===== src/hw/rtl/enigma_rotor_stage_macros.svh =====
// Assertion macros for the enigma rotor stage.
`ifndef ENIGMA_ROTOR_STAGE_MACROS_SVH
`define ENIGMA_ROTOR_STAGE_MACROS_SVH

`ifndef ASSERT_OFF
// Checked outside reset.
`define ERS_ASSERT(lbl, prop, msg) \
  lbl: assert property (@(posedge clk_i) disable iff (!rst_ni) prop) else $error(msg);
// Checked at every edge, reset included.
`define ERS_ASSERT_ALWAYS(lbl, prop, msg) \
  lbl: assert property (@(posedge clk_i) prop) else $error(msg);
`else
`define ERS_ASSERT(lbl, prop, msg)
`define ERS_ASSERT_ALWAYS(lbl, prop, msg)
`endif

`endif


===== src/hw/rtl/ers_pkg.sv =====
// Types, codes and mod-26 helpers shared by the rotor stage modules.
`timescale 1ns / 1ps
`default_nettype none

package ers_pkg;

  localparam int unsigned Letters = 26;

  typedef logic [4:0] letter_t;

  typedef enum logic [1:0] {
    KIND_FWD  = 2'd0,
    KIND_INV  = 2'd1,
    KIND_STEP = 2'd2,
    KIND_LOAD = 2'd3
  } kind_e;

  typedef enum logic [1:0] {
    ROLE_LEFT      = 2'd0,
    ROLE_MIDDLE    = 2'd1,
    ROLE_RIGHT     = 2'd2,
    ROLE_REFLECTOR = 2'd3
  } role_e;

  typedef enum logic [2:0] {
    CFG_WIRING_LOW  = 3'd0,
    CFG_WIRING_MID  = 3'd1,
    CFG_WIRING_HIGH = 3'd2,
    CFG_RING        = 3'd3,
    CFG_NOTCH_FIRST = 3'd4,
    CFG_NOTCH_SEC   = 3'd5,
    CFG_ROLE        = 3'd6
  } cfg_idx_e;

  typedef struct packed {
    logic [Letters-1:0][4:0] wiring;
    letter_t                 ring;
    letter_t                 notch_first;
    letter_t                 notch_second;
    role_e                   role;
  } cfg_t;

  typedef struct packed {
    letter_t letter_out;
    logic    carry;
    logic    double_step_ready;
    logic    not_found;
  } result_t;

  // Reduce a 5-bit value to 0..25.
  function automatic letter_t mod26_small(input logic [4:0] v);
    return (v >= 5'(Letters)) ? v - 5'(Letters) : v;
  endfunction

  // (a + b - c) mod 26, all operands already in 0..25.
  function automatic letter_t add_sub26(input letter_t a, input letter_t b,
                                        input letter_t c);
    logic [6:0] s;
    s = {2'b00, a} + {2'b00, b} + 7'(Letters) - {2'b00, c};
    if (s >= 7'(2 * Letters)) begin
      s = s - 7'(2 * Letters);
    end else if (s >= 7'(Letters)) begin
      s = s - 7'(Letters);
    end
    return s[4:0];
  endfunction

  function automatic logic notch_at(input letter_t n, input letter_t off);
    return (n < 5'(Letters)) && (off == n);
  endfunction

  function automatic logic before_notch(input letter_t n, input letter_t off);
    letter_t prev;
    prev = (n == 5'd0) ? 5'(Letters - 1) : n - 5'd1;
    return (n < 5'(Letters)) && (off == prev);
  endfunction

endpackage

`default_nettype wire


===== src/hw/rtl/ers_core.sv =====
// Combinational rotor datapath: substitution, step and offset load.
`timescale 1ns / 1ps
`default_nettype none

module ers_core (
  input  ers_pkg::cfg_t    cfg_i,
  input  ers_pkg::kind_e   kind_i,
  input  ers_pkg::letter_t letter_i,
  input  logic             double_step_in_i,
  input  ers_pkg::letter_t offset_i,
  output ers_pkg::result_t result_o,
  output ers_pkg::letter_t offset_next_o
);
  import ers_pkg::*;

  letter_t              letter_m;
  letter_t              ring_m;
  letter_t              x;
  letter_t              wire_m [Letters];
  logic [Letters-1:0]   match;
  letter_t              inv_idx;
  logic                 found;
  letter_t              off_inc;
  letter_t              off_next;

  assign letter_m = mod26_small(letter_i);
  assign ring_m   = mod26_small(cfg_i.ring);
  assign x        = add_sub26(letter_m, offset_i, ring_m);
  assign off_inc  = (offset_i == 5'(Letters - 1)) ? 5'd0 : offset_i + 5'd1;

  always_comb begin
    for (int i = 0; i < Letters; i++) begin
      wire_m[i] = mod26_small(cfg_i.wiring[i]);
      match[i]  = (wire_m[i] == x);
    end
  end

  // Lowest matching entry wins.
  always_comb begin
    inv_idx = '0;
    for (int i = Letters - 1; i >= 0; i--) begin
      if (match[i]) begin
        inv_idx = 5'(i);
      end
    end
  end

  assign found = |match;

  always_comb begin
    result_o = '0;
    off_next = offset_i;
    unique case (kind_i)
      KIND_FWD: begin
        result_o.letter_out = add_sub26(wire_m[x], ring_m, offset_i);
      end
      KIND_INV: begin
        result_o.letter_out = found ? add_sub26(inv_idx, ring_m, offset_i) : 5'd0;
        result_o.not_found  = !found;
      end
      KIND_STEP: begin
        off_next       = off_inc;
        result_o.carry = notch_at(cfg_i.notch_first, off_inc) ||
                         notch_at(cfg_i.notch_second, off_inc) ||
                         ((cfg_i.role == ROLE_RIGHT) && double_step_in_i);
      end
      KIND_LOAD: begin
        off_next = letter_m;
      end
    endcase
    result_o.double_step_ready = (cfg_i.role == ROLE_MIDDLE) &&
                                 (before_notch(cfg_i.notch_first, off_next) ||
                                  before_notch(cfg_i.notch_second, off_next));
  end

  assign offset_next_o = off_next;

endmodule

`default_nettype wire


===== src/hw/rtl/enigma_rotor_stage.sv =====
// Enigma rotor stage: input register, rotor datapath, result register.
//
// Usage: items enter on the in_* channel (kind, letter, double_step_in) and one
// result per item leaves on the out_* channel, both valid/ready. A transaction
// takes place at a rising edge with valid and ready high.
// Configuration registers are written over the cfg_* channel (index, data);
// cfg_ready_o is always high. Write only while no item is in flight.
// An accepted item waits in the input register, then moves into the result register.
// Throughput: one item per cycle while the receiver keeps out_ready_i high; the
// offset register is updated in the same cycle the item moves into the result
// register, so a step or load is seen by the very next item.
// Reset clears the offset, the configuration (second notch reads as absent)
// and both pipeline stages.
// When the receiver stalls, the result register holds and the input register
// still takes one more item; in_ready_o drops once both are full.
`timescale 1ns / 1ps
`default_nettype none

module enigma_rotor_stage (
  input  logic        clk_i,
  input  logic        rst_ni,
  input  logic        in_valid_i,
  output logic        in_ready_o,
  input  logic [1:0]  kind_i,
  input  logic [4:0]  letter_i,
  input  logic        double_step_in_i,
  output logic        out_valid_o,
  input  logic        out_ready_i,
  output logic [4:0]  letter_out_o,
  output logic        carry_o,
  output logic        double_step_ready_o,
  output logic        not_found_o,
  input  logic        cfg_valid_i,
  output logic        cfg_ready_o,
  input  logic [2:0]  cfg_index_i,
  input  logic [59:0] cfg_data_i
);
  import ers_pkg::*;

  `include "enigma_rotor_stage_macros.svh"

  logic [59:0] wiring_low_q;
  logic [59:0] wiring_mid_q;
  logic [9:0]  wiring_high_q;
  letter_t     ring_q;
  letter_t     notch_first_q;
  letter_t     notch_second_q;
  role_e       role_q;
  cfg_t        cfg;

  logic        s1_valid_q;
  kind_e       s1_kind_q;
  letter_t     s1_letter_q;
  logic        s1_dbl_q;

  logic        out_valid_q;
  result_t     res_q;

  letter_t     offset_q;
  letter_t     offset_d;
  letter_t     core_offset;
  result_t     core_res;
  logic        adv;
  logic        in_fire;

  assign cfg_ready_o = 1'b1;

  always_ff @(posedge clk_i or negedge rst_ni) begin
    if (!rst_ni) begin
      wiring_low_q   <= '0;
      wiring_mid_q   <= '0;
      wiring_high_q  <= '0;
      ring_q         <= '0;
      notch_first_q  <= '0;
      notch_second_q <= 5'(Letters);
      role_q         <= ROLE_LEFT;
    end else if (cfg_valid_i) begin
      unique case (cfg_index_i)
        CFG_WIRING_LOW:  wiring_low_q   <= cfg_data_i;
        CFG_WIRING_MID:  wiring_mid_q   <= cfg_data_i;
        CFG_WIRING_HIGH: wiring_high_q  <= cfg_data_i[9:0];
        CFG_RING:        ring_q         <= cfg_data_i[4:0];
        CFG_NOTCH_FIRST: notch_first_q  <= cfg_data_i[4:0];
        CFG_NOTCH_SEC:   notch_second_q <= cfg_data_i[4:0];
        CFG_ROLE:        role_q         <= role_e'(cfg_data_i[1:0]);
        default: ;
      endcase
    end
  end

  assign cfg.wiring       = {wiring_high_q, wiring_mid_q, wiring_low_q};
  assign cfg.ring         = ring_q;
  assign cfg.notch_first  = notch_first_q;
  assign cfg.notch_second = notch_second_q;
  assign cfg.role         = role_q;

  // Stage handshake
  assign adv        = s1_valid_q && (!out_valid_q || out_ready_i);
  assign in_ready_o = !s1_valid_q || adv;
  assign in_fire    = in_valid_i && in_ready_o;

  always_ff @(posedge clk_i or negedge rst_ni) begin
    if (!rst_ni) begin
      s1_valid_q <= 1'b0;
    end else if (in_ready_o) begin
      s1_valid_q <= in_valid_i;
    end
  end

  always_ff @(posedge clk_i) begin
    if (in_fire) begin
      s1_kind_q   <= kind_e'(kind_i);
      s1_letter_q <= letter_i;
      s1_dbl_q    <= double_step_in_i;
    end
  end

  ers_core u_core (
    .cfg_i            (cfg),
    .kind_i           (s1_kind_q),
    .letter_i         (s1_letter_q),
    .double_step_in_i (s1_dbl_q),
    .offset_i         (offset_q),
    .result_o         (core_res),
    .offset_next_o    (core_offset)
  );

  assign offset_d = adv ? core_offset : offset_q;

  always_ff @(posedge clk_i or negedge rst_ni) begin
    if (!rst_ni) begin
      offset_q    <= '0;
      out_valid_q <= 1'b0;
    end else begin
      offset_q <= offset_d;
      if (adv) begin
        out_valid_q <= 1'b1;
      end else if (out_ready_i) begin
        out_valid_q <= 1'b0;
      end
    end
  end

  always_ff @(posedge clk_i) begin
    if (adv) begin
      res_q <= core_res;
    end
  end

  assign out_valid_o         = out_valid_q;
  assign letter_out_o        = res_q.letter_out;
  assign carry_o             = res_q.carry;
  assign double_step_ready_o = res_q.double_step_ready;
  assign not_found_o         = res_q.not_found;

  `ERS_ASSERT(a_offset_range, offset_q < 5'(Letters), "offset out of range")
  `ERS_ASSERT(a_offset_hold, !adv |=> $stable(offset_q), "offset moved without an item")
  `ERS_ASSERT(a_ready_when_empty, !out_valid_q |-> in_ready_o, "input stalled while empty")
  `ERS_ASSERT(a_nf_letter, (out_valid_q && res_q.not_found) |-> (res_q.letter_out == 5'd0),
              "not_found with nonzero letter")

endmodule

`default_nettype wire

===== config.mk =====
export PLATFORM = sky130hd
export DESIGN_NAME = enigma_rotor_stage
export DESIGN_NICKNAME = d
export VERILOG_FILES = /design/src/hw/rtl/ers_pkg.sv /design/src/hw/rtl/ers_core.sv /design/src/hw/rtl/enigma_rotor_stage.sv
export VERILOG_INCLUDE_DIRS = /design/src /design/src/hw/rtl
export SDC_FILE = /design/constraint.sdc
export NUM_CORES = 1
export LEC_CHECK = 0
export BUFFER_PORTS_ARGS = -buffer_cell sky130_fd_sc_hd__buf_4
export CORE_AREA = 2 2 210 212
export CTS_CLUSTER_DIAMETER = 200
export CTS_CLUSTER_SIZE = 8
export DETAILED_ROUTE_END_ITERATION = 12
export DIE_AREA = 0 0 212 214
export PLACE_DENSITY = 0.56
export SYNTH_ARGS = -nofsm -noshare
export SYNTH_HDL_FRONTEND = slang
export SYNTH_SLANG_ARGS = --single-unit

===== constraint.sdc =====
create_clock -name clk_i -period 11.36 [get_ports clk_i]
set_input_delay 1.136 -clock clk_i [delete_from_list [all_inputs] [get_ports clk_i]]
set_output_delay 1.136 -clock clk_i [all_outputs]
set_load 0.03 [all_outputs]

* After elaboration in Yosys (flattened, before gate mapping)
Index checks and enable logic that the tools add are counted.
** Word-level totals
- Register bits :: 170
- Input bits :: 76
- Output and inout bits :: 11
** Cells by class
- $add $sub $neg :: 46
- Magnitude comparators :: 37
- Eq/ne operators :: 42
- Mux-type cells :: 71
- Bitwise logic cells :: 1
- Reductions and logical operators :: 29
** Operators by type and width (count)
- $mux W5 :: 66
- $sub A5 B5 Y5 const B :: 34
- $eq A5 B5 Y1 :: 30
- $ge A5 B5 Y1 const B :: 28
- $reduce_or A26 Y1 :: 1
- $bmux W5 S5 :: 1
- $add A7 B5 Y7 const B :: 3
- $ge A7 B5 Y1 const B :: 3
- $ge A7 B6 Y1 const B :: 3
- $sub A7 B5 Y7 :: 3
- $pmux W5 S2 :: 2
- $add A5 B5 Y6 :: 3
- $reduce_and A2 Y1 :: 7
- $logic_not A5 Y1 :: 2
- $lt A5 B5 Y1 const B :: 2
- $sub A5 B1 Y5 const B :: 2
- $eq A3 B3 Y1 const B :: 3
- $logic_and A1 B1 Y1 :: 8
- $eq A2 B2 Y1 const B :: 3
- $eq A3 B2 Y1 const B :: 2
- $ge A6 B6 Y1 const B :: 1
- $not A5 Y6 :: 1
- $add A5 B1 Y5 const B :: 1
- $eq A5 B5 Y1 const B :: 1
- 8 further kinds :: 16

* Longest topological paths before layout
- Word-level depth :: 43
- Depth in mapped cells :: 47

* Hierarchy
From an unflattened synthesis, not the netlist that was laid out.
** Second synthesis, totals
- Cell total of the unflattened synthesis :: 1497
- Area total of the unflattened synthesis :: 14782.9 sq um
** Modules (own cells, without submodules)
- ers_core :: times used 1, cells each 1143, area an instance 8483.1 sq um
- enigma_rotor_stage :: times used 1, cells each 354, area an instance 6299.8 sq um

* Worst setup path before layout
No wires, ideal clock.
- Kind :: reg2reg
- Start point :: reg s1_letter_q[1]
- End point :: reg res_q, in the netlist letter_out_o[4], data pin
- Data arrival time :: 8.976 ns
- Required time :: 11.184 ns
- Setup slack :: 2.208 ns
- Cell stages (with the launch flop) :: 46
- Buffers on the path :: 2
- Period minus slack after synthesis :: 9.152 ns
- Path through :: edfxtp_1 -> inv_1 -> ha_1 -> o21a_1 -> o21ai_0 -> o31ai_1 -> fa_1 -> inv_1 -> ha_1 -> inv_1 -> ha_1 -> inv_1 -> fa_1 -> clkbuf_1 -> inv_1 -> ha_1 -> a21oi_1 -> a211oi_2 -> [10 not listed] -> ha_1 -> fa_1 -> inv_1 -> ha_1 -> inv_1 -> ha_1 -> inv_1 -> fa_1 -> xor2_1 -> inv_1 -> ha_1 -> nand3_1 -> o21ai_0 -> a211oi_1 -> or3_1 -> o21ai_0 -> xnor2_1 -> o32ai_1
** RTL lines
- start, declared :: RTL line enigma_rotor_stage.sv:53 : letter_t s1_letter_q;
- start signal, assigned :: RTL line enigma_rotor_stage.sv:113 : s1_letter_q <= letter_i;
- end signal, assigned :: RTL line enigma_rotor_stage.sv:146 : res_q <= core_res;
- end, declared :: RTL line enigma_rotor_stage.sv:57 : result_t res_q;

==> flow_summary.json <==
{
  "outcome": "finished clean",
  "regArea_um2": 4340,
  "die_y_um": 214,
  "synth_top_cell_by_area": "dfrtp_1",
  "grt_max_degree": 97,
  "crit_fanout": 14,
  "io_pins": 87,
  "synth_most_common_cell": "o21ai_0",
  "skew_ns": 0.0122,
  "synth_area_leaders": "dfrtp_1 25%, o21ai_0 8.2%, ha_1 7.8%",
  "syn-num-nets": 1938,
  "slew_violations": 0,
  "multi_input_area_um2": 9790,
  "slew-limit-headroom_pct": 33.1,
  "antenna_left": 0,
  "ys.flop_type": "dfrtp_1",
  "netlist-cell-type-count": 94,
  "hold_buffers": 0,
  "cpMostUsedCell": "ha_1",
  "synth_edf_count": 16,
  "worst-r2r-cell-count": 44,
  "num_vias": 13351,
  "viasPerCell": 5.52,
  "drv_cap": 0,
  "worst_pin_slew_ns": 1.00,
  "ys_async_sr_fraction_pct": 90.6,
  "io_buffers": 85,
  "clkTransAtPathRegs_ns": 0.07,
  "ys_seq_area_share_pct": 28.9,
  "cts_root_buffer": "clkbuf_16",
  "dp_hpwl_um": 34500,
  "cts_tree": "built",
  "rsz0062_at_grt": "no",
  "yosysWarningCount": 0,
  "finalHoldViolations": 0,
  "drcViolationCount": 0,
  "grt_pass1_wl_um": 71100,
  "gr-total-overflow": 0,
  "antenna_found_initial": 0,
  "syn_inst": 1763,
  "firstDrtPassIters": 5,
  "worstPathArrival_ns": 10.71,
  "rows": 76,
  "h-tree-depth": 4,
  "diodes": 0,
  "clkLatencyLatePin_ns": 0.48,
  "fin_crit_sh_pct": 91.9,
  "cts_buffers": 17,
  "worstSetupEndpointType": "flop",
  "finalSetupViolCount": 0,
  "finalNetCount": 1996,
  "initial_utilization_pct": 34.9,
  "drive_above_1_share_pct": 16.0,
  "setup_tns_ns": 0,
  "hold_path_class": "reg -> reg",
  "wire_per_inst_um": 18.5,
  "cts_setup_buffers": 0,
  "post-route-min-period_ns": 10.44,
  "max_clock_freq_ghz": 0.0958,
  "dieArea_um2": 45400,
  "core_area_um2": 42900,
  "die_w_um": 212,
  "critical_path_class": "reg -> reg",
  "grt.total_usage_pct": 20.0,
  "avgSynthCellArea_um2": 8.50,
  "cp-start-kind": "flop",
  "cts_resized": 0,
  "grt_pass1_vias": 12687,
  "syn_area_um2": 15000,
  "clock-sinks": 170,
  "netlist.area_leader.share_pct": 25.2,
  "min_path_cells": 1,
  "fill_cells": 4355,
  "cts_max_path_buffers": 2,
  "cp.required_ns": 11.64,
  "synthTopCellsByCount": "246 x o21ai_0, 167 x nand2_1, 151 x dfrtp_1",
  "drt_iter0_markers": 1110,
  "crit_path_max_incr_delay_ns": 0.81,
  "area_growth_syn_to_layout_pct": 12.7,
  "ys_seq_elements": 170,
  "critPathSlowestCell": "fa_1",
  "wirelength_um": 44800,
  "gp_congestion": 0.940
}
[registers in the layout, summed over array words and instances, names as in the netlist]
signal               cells
wiring_low_q            60
wiring_mid_q            60
wiring_high_q           10
letter_out_o             5
notch_first_q            5
notch_second_q           5
offset_q                 5
ring_q                   5
s1_letter_q              5
role_q                   2
s1_kind_q                2
carry_o                  1
double_step_ready_o      1
not_found_o              1
out_valid_o              1
s1_dbl_q                 1
s1_valid_q               1
[worst max-delay path, delay by kind of cell (launching register included)]
| family | cells | cell delay (ns) |
|---|---|---|
| fa+ha+maj | 10 | 3.42 |
| compound gates | 15 | 2.92 |
| xor+xnor | 5 | 0.97 |
| simple gates | 4 | 0.91 |
| buf+inv | 9 | 1.17 |
| flops | 1 | 0.42 |
| mux | 1 | 0.42 |
[path summary, 6_finish.rpt]
| kind | from | slack (ns) | endpoint |
|---|---|---|---|
| min in group asynchronous | rst_ni | 0.76 | wiring_mid_q[36] |
| max reg2reg | s1_letter_q[1] | 0.92 | letter_out_o[4] |
| max in group asynchronous | rst_ni | 9.19 | offset_q[0] |
| min | s1_valid_q | 0.50 | out_valid_o |
| max | s1_letter_q[1] | 0.92 | letter_out_o[4] |
| min reg2reg | s1_valid_q | 0.50 | out_valid_o |
[routing by layer]
layer  global-route usage [%]  share of wire (%)
met3                     3.03                4.7
met1                     26.9                 45
met4                     6.41                2.2
met5                        0                  0
met2                     32.9                 48
[metrics by stage]
stage | instance area (um2) | cells | setup WS (ns) | util (%) | hold slack, ns
after floorplan | 15000 | 1763 | 2.21 | - | 0.457
after global placement | 16300 | 2387 | 1.09 | 37.9 | 0.475
after detailed placement | 16300 | 2387 | 0.817 | 37.9 | 0.488
after CTS | 16900 | 2419 | 0.755 | 39.4 | 0.505
after global routing | 16900 | 2419 | 0.129 | 39.4 | 0.529
final | 16900 | 2419 | 0.924 | 39.4 | 0.498
[cell usage in the layout (no fill, tap or decap), types with 14 or more instances in the layout]
| cell | n |
|---|---|
| a211oi_1 | 16 |
| a21o_1 | 20 |
| a21oi_1 | 68 |
| a31oi_1 | 17 |
| buf_4 | 109 |
| clkbuf_16 | 18 |
| dfrtp_1 | 151 |
| edfxtp_1 | 16 |
| ha_1 | 92 |
| inv_1 | 147 |
| mux2_2 | 74 |
| mux2i_1 | 14 |
| mux4_2 | 21 |
| nand2_1 | 167 |
| nand3_1 | 35 |
| nand4_1 | 15 |
| nor2_1 | 114 |
| nor3_1 | 22 |
| nor4_1 | 27 |
| o21a_1 | 34 |
| o21ai_0 | 246 |
| o22ai_1 | 20 |
| o31ai_1 | 20 |
| xnor2_1 | 103 |
| xor2_1 | 33 |
[layout make-up]
class	instances	share of cell area (%)
Clock inverter	13	1.04
Clock buffer	19	2.69
Timing Repair Buffer	111	5.03
Sequential cell	170	25.7
Inverter	148	3.29
Multi-Input combinational cell	1373	57.9
Tap cell	585	4.33
[logic make-up (layout without fill, tap and decap cells)]
group           count (synthesis)  after routing  synth area share [%]
flops                         170            170                  28.9
simple gates                  486            486                  16.1
compound gates                536            536                  22.0
other cells                     1              1                0.0250
buf+inv                       220            291                  5.94
xor+xnor                      140            140                  8.50
fa+ha+maj                      99             99                  8.57
mux                           111            111                  9.89
Power is not shown: default switching activity piles up to over one toggle a cycle in this logic, so the estimate is an artifact.
